`src/hw/rtl/interval_paint_run_tracker_unit_defines.svh`:
```
// assertion macros shared by the interval paint run tracker rtl
`ifndef INTERVAL_PAINT_RUN_TRACKER_UNIT_DEFINES_SVH
`define INTERVAL_PAINT_RUN_TRACKER_UNIT_DEFINES_SVH

`ifndef SYNTH
// same-cycle implication, checked on clk, off while in reset
`define IPRT_ASSERT_IMPL(lbl, ante, cons) \
  lbl: assert property (@(posedge clk) disable iff (!rst_n) (ante) |-> (cons)) \
    else $error("iprt assertion failed");
// next-cycle implication
`define IPRT_ASSERT_NEXT(lbl, ante, cons) \
  lbl: assert property (@(posedge clk) disable iff (!rst_n) (ante) |=> (cons)) \
    else $error("iprt assertion failed");
`else
`define IPRT_ASSERT_IMPL(lbl, ante, cons)
`define IPRT_ASSERT_NEXT(lbl, ante, cons)
`endif

`endif

```
`src/hw/rtl/iprt_pkg.sv`:
```
// shared types and constants of the interval paint run tracker
package iprt_pkg;

  localparam int unsigned IDX_W    = 10;
  localparam int unsigned WEIGHT_W = 32;
  localparam int unsigned RUNS_W   = 10;
  localparam int unsigned TOTAL_W  = 42;

  localparam logic OP_LOAD  = 1'b0;
  localparam logic OP_PAINT = 1'b1;

  // broadcast from the controller to every cell
  typedef struct packed {
    logic                load;
    logic                paint;
    logic                shift;
    logic [IDX_W-1:0]    first;
    logic [IDX_W-1:0]    last;
    logic                color;
    logic [WEIGHT_W-1:0] weight;
  } cell_cmd_t;

endpackage

```
`src/hw/rtl/iprt_cell.sv`:
```
// one cell of the row: colour and weight, with paint, load and ring shift
module iprt_cell
  import iprt_pkg::*;
#(
  parameter int unsigned IDX = 0,
  parameter int unsigned XW  = 10
) (
  input  logic                clk,
  input  logic                rst_n,
  input  cell_cmd_t           cmd_i,
  input  logic                nb_color_i,
  input  logic [WEIGHT_W-1:0] nb_weight_i,
  output logic                color_o,
  output logic [WEIGHT_W-1:0] weight_o
);

  localparam logic [XW-1:0] MY_IDX = XW'(IDX);

  logic                color_r, color_nxt;
  logic [WEIGHT_W-1:0] weight_r, weight_nxt;
  logic [XW-1:0]       first_x, last_x;
  logic                paint_hit, load_hit;

  assign first_x   = XW'(cmd_i.first);
  assign last_x    = XW'(cmd_i.last);
  // a range end past the row never matters: no cell sits beyond it
  assign paint_hit = cmd_i.paint && (first_x <= MY_IDX) && (MY_IDX <= last_x);
  assign load_hit  = cmd_i.load && (first_x == MY_IDX);

  always_comb begin
    color_nxt  = color_r;
    weight_nxt = weight_r;
    if (cmd_i.shift) begin
      color_nxt  = nb_color_i;
      weight_nxt = nb_weight_i;
    end else begin
      if (paint_hit) color_nxt  = cmd_i.color;
      if (load_hit)  weight_nxt = cmd_i.weight;
    end
  end

  always_ff @(posedge clk) begin
    if (!rst_n) begin
      color_r  <= 1'b0;
      weight_r <= '0;
    end else begin
      color_r  <= color_nxt;
      weight_r <= weight_nxt;
    end
  end

  assign color_o  = color_r;
  assign weight_o = weight_r;

endmodule

```
`config.mk`:
```
export PLATFORM = sky130hd
export DESIGN_NAME = iprt_cell
export DESIGN_NICKNAME = d
export VERILOG_FILES = /design/src/hw/rtl/interval_paint_run_tracker_unit_defines.svh /design/src/hw/rtl/iprt_pkg.sv /design/src/hw/rtl/iprt_cell.sv
export SDC_FILE = /design/constraint.sdc
export NUM_CORES = 1
export LEC_CHECK = 0
export ABC_AREA = 1
export BUFFER_PORTS_ARGS = -buffer_cell sky130_fd_sc_hd__buf_4
export CORE_ASPECT_RATIO = 1.4
export CORE_UTILIZATION = 38
export DETAILED_ROUTE_END_ITERATION = 8
export PLACE_DENSITY = 0.86
export SYNTH_ARGS = -nofsm -noshare
export SYNTH_HDL_FRONTEND = slang
export SYNTH_SLANG_ARGS = --single-unit
```
`constraint.sdc`:
```
create_clock -name clk -period 1.05 [get_ports clk]
set_input_delay 0 -clock clk [delete_from_list [all_inputs] [get_ports clk]]
set_output_delay 0 -clock clk [all_outputs]
set_load 0.02 [all_outputs]
```
==> impl_metrics.csv <==
group,metric,value,unit
outcome,outcome,"complete, no violations",
sta,drv_slew,0,
logic_synthesis,yosys.area_share.simple,44.1,%
power,sw_frac_of_total,28.3,%
detailed_routing,routed_wl,5.05,mm
sta,fin_crit,829,ps
layout,nets,524,
sta,tightest_slew,347,ps
layout,drive_above_1_share,29.3,%
floorplanning,die_h,86.2,um
power,p_leak,1.62,nW
logic_synthesis,ys_ff_latch,33,
clock_network,clk_path_buf_depth,2,
critical_path,cp_max_fo,35,
clock_network,clock_latency,270,ps
logic_synthesis,synth_adder_area_share,0,%
place,place_congestion,0.739,
global_route,overflow,0,
layout,layout_common_cells,"nand2_1, buf_4, nor2_1",
logic_synthesis,yosys_warnings,0,
critical_path,crit_type,"in -> reg",
logic_synthesis,synth_compound_area_share,8.58,%
clock_network,cts_setup_buffers,0,
power,seq_power_share,43.0,%
logic_synthesis,synthMuxAreaShare,0,%
power,pwr-share-comb,28.0,%
detailed_routing,vias,2275,
job,cap_violations,0,
place,io_buffers,113,
critical_path,crit_required,1250,ps
floorplanning,initial_core_util,39.7,%
floorplanning,die_area,5360,um2
sta,skew,0,ps
place,dp_hpwl,3.62,mm
critical_path,end_kind,"flop",
global_route,track_usage,19.7,%
detailed_routing,firstDrtPassIters,4,
clock_network,path_clk_slew,70,ps
clock_network,cts_hold_buf,0,
clock_network,cts.repair.resized,0,
layout,area_growth,50.3,%
detailed_routing,drc,0,
clock_network,cts_buffers,5,
clock_network,cts_root_buf,"clkbuf_8",
logic_synthesis,synth_top_area_share,34.3,%
logic_synthesis,synthXorXnorAreaFrac,0,%
logic_synthesis,syn_area,1920,um2
sta,slew_headroom,76.8,%
logic_synthesis,synth_nets,423,
sta,hold_viol_final,0,
logic_synthesis,synth_top_family_by_area,"simple AND/OR/NAND/NOR gates",
detailed_routing,ant_nets,0,
power,total_switching_power,918,uW
logic_synthesis,syn_area_per_cell,5.80,um2
sta,finalSetupViolCount,0,
logic_synthesis,synth_top_area_cell,"dfxtp_1",
critical_path,crit_chain,"buf_4 -> or2_1 -> nor2_4 -> nand3_4 -> buf_12 -> nand3_1 -> nand2_1 -> nor2_1",
sta,rsz0062_at_grt,"no",
clock_network,cts_tree,"yes",
detailed_routing,drtIter0Drc,92,
power,peakVddDrop,0.000876,V
layout,final_util,59.7,%
logic_synthesis,synth.yosys.seq_area_share,34.3,%
sta,fmax,1.21,GHz
global_route,first_global_vias,2080,
global_route,grt_pass1_wl,8.65,mm
logic_synthesis,synthTopCellsByArea,"dfxtp_1, nand2_1, nand3_1",
logic_synthesis,synth_cell_types,15,
detailed_routing,routedWlPerCell,10.2,um
layout,final_common_cell,"nand2_1",
global_route,grt_max_degree,82,
clock_network,htreeDepth,2,
critical_path,crit_slowest_cell,"or2_1",
floorplanning,coreArea,4840,um2
detailed_routing,vias_per_cell,4.58,
layout,diodes,0,
power,p_per_area,1120,nW/um2
logic_synthesis,syn_inst,332,
floorplanning,top_level_ports,124,
power,clock_power_share,28.9,%
critical_path,cp-start-kind,"input port",
critical_path,cp_data_arrival_time,1030,ps
sta,finalCritPeriodShare,78.9,%
clock_network,clock-sinks,33,
sta,hold_ws,35.5,ps
global_route,antenna_found_initial,0,
floorplanning,placementRows,30,
hold_path,worstHoldPathType,"in -> reg",
floorplanning,die_w,62.1,um
critical_path,crit_path_max_incr_delay,250,ps
layout,fillers,474,
power,p_int,2.32,mW
==> cell type report <==
type | count | area, um2 | area share (%)
inverters | 34 | 128 | 4.41
well taps | 64 | 80.1 | 2.77
flip-flops and latches | 33 | 661 | 22.8
multi-input cells | 241 | 1010 | 35.1
repair buffers | 118 | 923 | 31.9
clock buffers | 7 | 86.3 | 2.98
==> per-layer routing <==
metal  global-route usage (%)  wire length (um)  vias up
met5                        0                 0        -
met4                     6.98                62        0
met3                     4.74               329        4
met2                     37.4              2570       82
met1                     21.2              2090      980
li1                         -                 -     1209
==> worst max-delay path, delay by kind of cell <==
family,cells,cell delay (ps)
AND/OR/NAND/NOR,6,740
buffers and inverters,2,280
==> power by group through the flow <==
| stage | logic (mW) | clock network [mW] | registers [mW] |
|---|---|---|---|
| final | 0.910 | 0.938 | 1.40 |
| after global routing | 1.02 | 1.02 | 1.40 |
| after CTS | 0.918 | 0.964 | 1.40 |
| after detailed placement | 0.915 | 0 | 1.42 |
| after global placement | 0.897 | 0 | 1.42 |
| after floorplan | 0.363 | 0 | 1.53 |
==> cell families (layout without fill, tap and decap cells) <==
| group | Yosys count | after routing |
|---|---|---|
| and+or+nand+nor | 208 | 208 |
| DFF | 33 | 33 |
| buffers and inverters | 58 | 159 |
| AOI/OAI and AO/OA | 33 | 33 |
==> synth_stat cells <==
cell type  count
a21oi_1       33
and2_1         1
buf_1          1
buf_2          7
buf_6          3
clkbuf_1      13
dfxtp_1       33
inv_1         33
inv_2          1
nand2_1      133
nand3_1       34
nand3_4        1
nor2_1        37
nor2_4         1
or2_1          1
==> flip-flops by register name, indices dropped and copies added, names as in the netlist <==
signal    count
weight_o     32
color_o       1
==> worst paths after layout <==
path / startpoint / to / slack, ps / depth (start not counted)
setup / recovery: cmd_i[44] / weight_o[11] / 220 / 8
hold / removal: cmd_i[6] / weight_o[6] / 40 / 5
setup reg to reg: weight_o[15] / weight_o[15] / 340 / 4
hold reg to reg: weight_o[13] / weight_o[13] / 540 / 4
==> metrics by stage <==
stage               cells  total power [mW]  setup WS, ps  area (um2)  TNS [ps]
finish                497              3.24           221        2890         0
global route          497              3.45           144        2890         0
CTS                   497              3.28           227        2890         0
detailed placement    490              2.34         -62.0        2810     -1320
global placement      490              2.32         -24.3        2810      -453
floorplan             332              1.90          81.2        1920         0
Note: power is estimated with default switching activity, not from simulation.
