===== src/hw/rtl/interval_paint_run_tracker_unit_defines.svh =====
// assertion macros shared by the interval paint run tracker rtl
`ifndef INTERVAL_PAINT_RUN_TRACKER_UNIT_DEFINES_SVH
`define INTERVAL_PAINT_RUN_TRACKER_UNIT_DEFINES_SVH

`ifndef SYNTH
// same-cycle implication, checked on clk, off while in reset
`define IPRT_ASSERT_IMPL(lbl, ante, cons) \
  lbl: assert property (@(posedge clk) disable iff (!rst_n) (ante) |-> (cons)) \
    else $error("iprt assertion failed");
// next-cycle implication
`define IPRT_ASSERT_NEXT(lbl, ante, cons) \
  lbl: assert property (@(posedge clk) disable iff (!rst_n) (ante) |=> (cons)) \
    else $error("iprt assertion failed");
`else
`define IPRT_ASSERT_IMPL(lbl, ante, cons)
`define IPRT_ASSERT_NEXT(lbl, ante, cons)
`endif

`endif


===== src/hw/rtl/iprt_pkg.sv =====
// shared types and constants of the interval paint run tracker
package iprt_pkg;

  localparam int unsigned IDX_W    = 10;
  localparam int unsigned WEIGHT_W = 32;
  localparam int unsigned RUNS_W   = 10;
  localparam int unsigned TOTAL_W  = 42;

  localparam logic OP_LOAD  = 1'b0;
  localparam logic OP_PAINT = 1'b1;

  // broadcast from the controller to every cell
  typedef struct packed {
    logic                load;
    logic                paint;
    logic                shift;
    logic [IDX_W-1:0]    first;
    logic [IDX_W-1:0]    last;
    logic                color;
    logic [WEIGHT_W-1:0] weight;
  } cell_cmd_t;

endpackage


===== src/hw/rtl/iprt_tally.sv =====
// run and weight accumulator fed by the head of the cell ring
module iprt_tally
  import iprt_pkg::*;
(
  input  logic                clk,
  input  logic                rst_n,
  input  logic                clear_i,
  input  logic                step_i,
  input  logic                color_i,
  input  logic [WEIGHT_W-1:0] weight_i,
  output logic [RUNS_W-1:0]   runs_o,
  output logic [TOTAL_W-1:0]  total_o
);

  logic                prev_r, prev_nxt;
  logic [RUNS_W-1:0]   runs_r, runs_nxt;
  logic [TOTAL_W-1:0]  total_r, total_nxt;

  always_comb begin
    prev_nxt  = prev_r;
    runs_nxt  = runs_r;
    total_nxt = total_r;
    if (clear_i) begin
      prev_nxt  = 1'b0;
      runs_nxt  = '0;
      total_nxt = '0;
    end else if (step_i) begin
      prev_nxt = color_i;
      // a run opens on a black cell after a white one
      if (color_i && !prev_r) runs_nxt = runs_r + RUNS_W'(1);
      if (color_i) total_nxt = total_r + TOTAL_W'(weight_i);
    end
  end

  always_ff @(posedge clk) begin
    if (!rst_n) begin
      prev_r  <= 1'b0;
      runs_r  <= '0;
      total_r <= '0;
    end else begin
      prev_r  <= prev_nxt;
      runs_r  <= runs_nxt;
      total_r <= total_nxt;
    end
  end

  assign runs_o  = runs_r;
  assign total_o = total_r;

endmodule


===== config.mk =====
export PLATFORM = sky130hd
export DESIGN_NAME = iprt_tally
export DESIGN_NICKNAME = d
export VERILOG_FILES = /design/src/hw/rtl/interval_paint_run_tracker_unit_defines.svh /design/src/hw/rtl/iprt_pkg.sv /design/src/hw/rtl/iprt_tally.sv
export SDC_FILE = /design/constraint.sdc
export NUM_CORES = 1
export LEC_CHECK = 0
export ABC_AREA = 1
export BUFFER_PORTS_ARGS = -buffer_cell sky130_fd_sc_hd__buf_2
export CORE_MARGIN = 2
export CORE_UTILIZATION = 45
export CTS_BUF_LIST = sky130_fd_sc_hd__clkbuf_16
export DETAILED_ROUTE_END_ITERATION = 10
export PLACE_DENSITY = 0.75
export SLEW_MARGIN = 40
export SYNTH_ARGS = -nofsm -noshare
export SYNTH_HDL_FRONTEND = slang
export SYNTH_SLANG_ARGS = --single-unit

===== constraint.sdc =====
create_clock -name clk -period 3.6 [get_ports clk]
set_clock_uncertainty 0.05 [all_clocks]
set_input_delay 0.36 -clock clk [delete_from_list [all_inputs] [get_ports clk]]
set_output_delay 0.36 -clock clk [all_outputs]
set_load 0.01 [all_outputs]

==> impl_results.md <==
* Clock power share at 37.3%
* Unique masters post-synth at 31
* Synth area leader: dfxtp_1
* Die H at 109 um
* Pre-CTS WS at 1230 ps
* Setup_tns at 0 ps
* Num CTS Buffers at 5
* FILL cells at 1,154
* First-pass GRT wire length at 23.1 mm
* Slew Limit Fails at 0
* Netlist Area Pre-Place at 4950 um2
* Syn_area_per_cell at between 5 and 6 um2
* Most common cell after layout, fill and taps aside: nand2_1
* Area growth syn-to-layout at 15.4%
* DRC at 0
* Worst Setup SP: total_o[0]
* Vias in the first global route at 4,776
* Largest net degree at the start of global routing at 29
* Peak supply drop at 0.000192 V
* Clock slew at reported path FFs at 70 ps
* Die width at 109 um
* Via/cell ratio at between 4 and 5
* Worst-case clock buffer depth at 2
* Placed Instances at 1,090
* Kind of end point of the critical path: register
* Core area at 10,800 um2
* Number of I/O port buffers at 88
* Hold buffer count at cts at 0
* EDFF count, synth at 0
* Hold Crit Start: step_i
* Antenna diodes at 0
* Postcts setup bufs at 0
* Crit path time final at 2300 ps
* Period utilisation layout at around 64%
* Layout Cells excl Fill at 1,098
* Top-Level Pins at ~90
* Lkg Pwr at ~0.0033 uW
* Worst R2R Start: total_o[0]
* DRT iter0 DRCs at 361
* CTS tree: built
* CP startpoint kind: register
* Hold Path Class: in -> reg
* Status: complete, no violations
* WL per Instance at 12.8 um
* Total gr overflow at 0
* Internal power at 1050 uW
* Number of synthesized register bits at between 50 and 60
* Top post-synthesis cells by area: dfxtp_1 21%, nand2_1 19%, inv_1 12%
* Die ar. at about 12,000 um2
* End point of the critical path: total_o[40]
* Final net count at 1,028
* Max_cap viols at 0
* Antenna Nets Post-Route at 0
* Reg2reg path depth at 15
* Worst slew pin tran at ~500 ps
* Pwr Total at 1540 uW
* Max Clock Freq at 435 MHz
* Worst-path fanout max at 4
* Number of cell rows at 38
* Synthesized Nets at 942
* CP arrival at 2450 ps
* RSZ-0062 raised after global routing: no
* Final worst-path setup slack at 1300 ps
* Placer Congestion at ~0.99
* Comb pwr share at a little under a quarter
* Crit path largest cell delay at 400 ps
* CTS resizes at 0
* Fraction of layout cells with a size suffix above 1 at 16.7%
* Cell count after synthesis at 871
* Power per Cell Area at 270 nW/um2
* Synth Flop Type: dfxtp_1
* Async SR Flop Fraction at 0%
* Clk_lat worst skew at around 300 ps
* Worst R2R End: total_o[40]
* Hold Fails Final Rpt at 0
* CP most frequent cell: nand2_1
* Final Core Density at 52.9%
* Clock root cell: clkbuf_16
* Total GRT Usage at between 20% and 30%
* Max_slew headroom at 66.9%
* Pre-Repair DR Iteration Count at 5
* Vias at 5,388
* Worst-path cell with the longest stage delay: fa_1
* Net Sw Frac at 32.1%
* YS warnings at 0
* CP Cell Sequence: ha_1 > inv_1 > fa_1 > inv_1 > nand3_1 > nand3_1 > nand2_1 > nand2_1 > nand2_1 > nand2_2 > nand2_2 > nand2_2 > nand3_1 > nand2_1 > nor2_1
* Seq/Total Area, Yosys at 21.4%
* Final setup violation count at 0
* Initial antenna violation count at 0
* Switching pwr at 494 uW
* Req. time, crit path at ~3800 ps
* Top-area cell type share of the netlist area at 21.4%
* CTS Sinks at between 50 and 60
* R2r setup slk at ~1300 ps
* Setup CP Type: reg -> reg
* H-tree Lvls at 2
* WL final at 14.1 mm
* HPWL Detailed at 11.4 mm
* Most frequent cells in the layout: 247 x nand2_1, 162 x inv_1, 120 x nor2_1
* Initial Util at between 40% and 50%
* Seq pwr share at 39.7%
[worst min-delay path by stage]
| stage | end | cells past startpoint |
|---|---|---|
| after floorplan | prev_r | 2 |
| after global placement | runs_o[9] | 2 |
| after detailed placement | runs_o[9] | 2 |
| after CTS | prev_r | 4 |
| after global routing | prev_r | 4 |
| final | prev_r | 4 |
[registers in the layout, summed over array words and instances (netlist names)]
signal / count
total_o: 42
runs_o: 10
prev_r: 1
[power groups by stage]
stage	clock [uW]	sequential (uW)	combinational, uW
final	575	611	355
after global routing	601	613	399
after CTS	588	612	352
after detailed placement	0	625	350
after global placement	0	625	348
after floorplan	0	629	244
[through the flow]
stage | instance area [um2] | hold slack (ps)
3_3_place_gp | 5540 | 407
4_1_cts | 5710 | 287
5_1_grt | 5710 | 328
6_report | 5710 | 305
2_1_floorplan | 4950 | 424
3_5_place_dp | 5540 | 414
[synthesized netlist by cell type (3+ instances only)]
master and n:
ha_1 33, nand3_2 7, nor2_1 120, o21bai_1 3
nand4_1 3, o21ai_0 37, inv_2 10, nor4_1 4
xor2_1 14, inv_1 162, clkbuf_1 9, nand2_1 248
nor2_2 12, a21oi_2 3, a21oi_1 52, nand2_2 19
o211ai_1 3, nand3_1 54, nor3_1 7, dfxtp_1 53
nor2_4 5
[cell families after synthesis]
| family | count (synthesis) | share of synthesized area, % |
|---|---|---|
| and+or+nand+nor | 481 | 41.8 |
| buffers and inverters | 186 | 14.2 |
| AOI/OAI and AO/OA | 102 | 11.2 |
| DFF | 53 | 21.4 |
| adders and majority gates | 34 | 8.75 |
| xor gates and xnor gates | 15 | 2.66 |
[worst max-delay path, delay by kind of cell (launching register included)]
kind | cells | cell delay, ps
adder cells (fa/ha/maj) | 2 | 620
buffers and inverters | 2 | 190
flip-flops | 1 | 360
AND/OR/NAND/NOR | 11 | 980
[final cells by class]
type                    instances  area (um2)  share of cell area, %
multi-input cells             632        3190                   55.9
flip-flops and latches         53        1060                   18.6
inverters                     174         654                   11.5
repair buffers                 91         463                   8.11
well taps                     140         175                   3.07
clock buffers                   5         125                   2.19
clock inverters                 3        41.3                  0.723
[per-layer routing]
| metal | up-vias | wire length, um | track usage (%) |
|---|---|---|---|
| met5 | - | 0 | 0 |
| met4 | 0 | 286 | 6.78 |
| met3 | 23 | 1030 | 4.30 |
| met2 | 171 | 6100 | 39.8 |
| met1 | 2350 | 6670 | 34.1 |
| li1 | 2844 | - | - |
No activity file was read; power rests on OpenSTA's default activity.
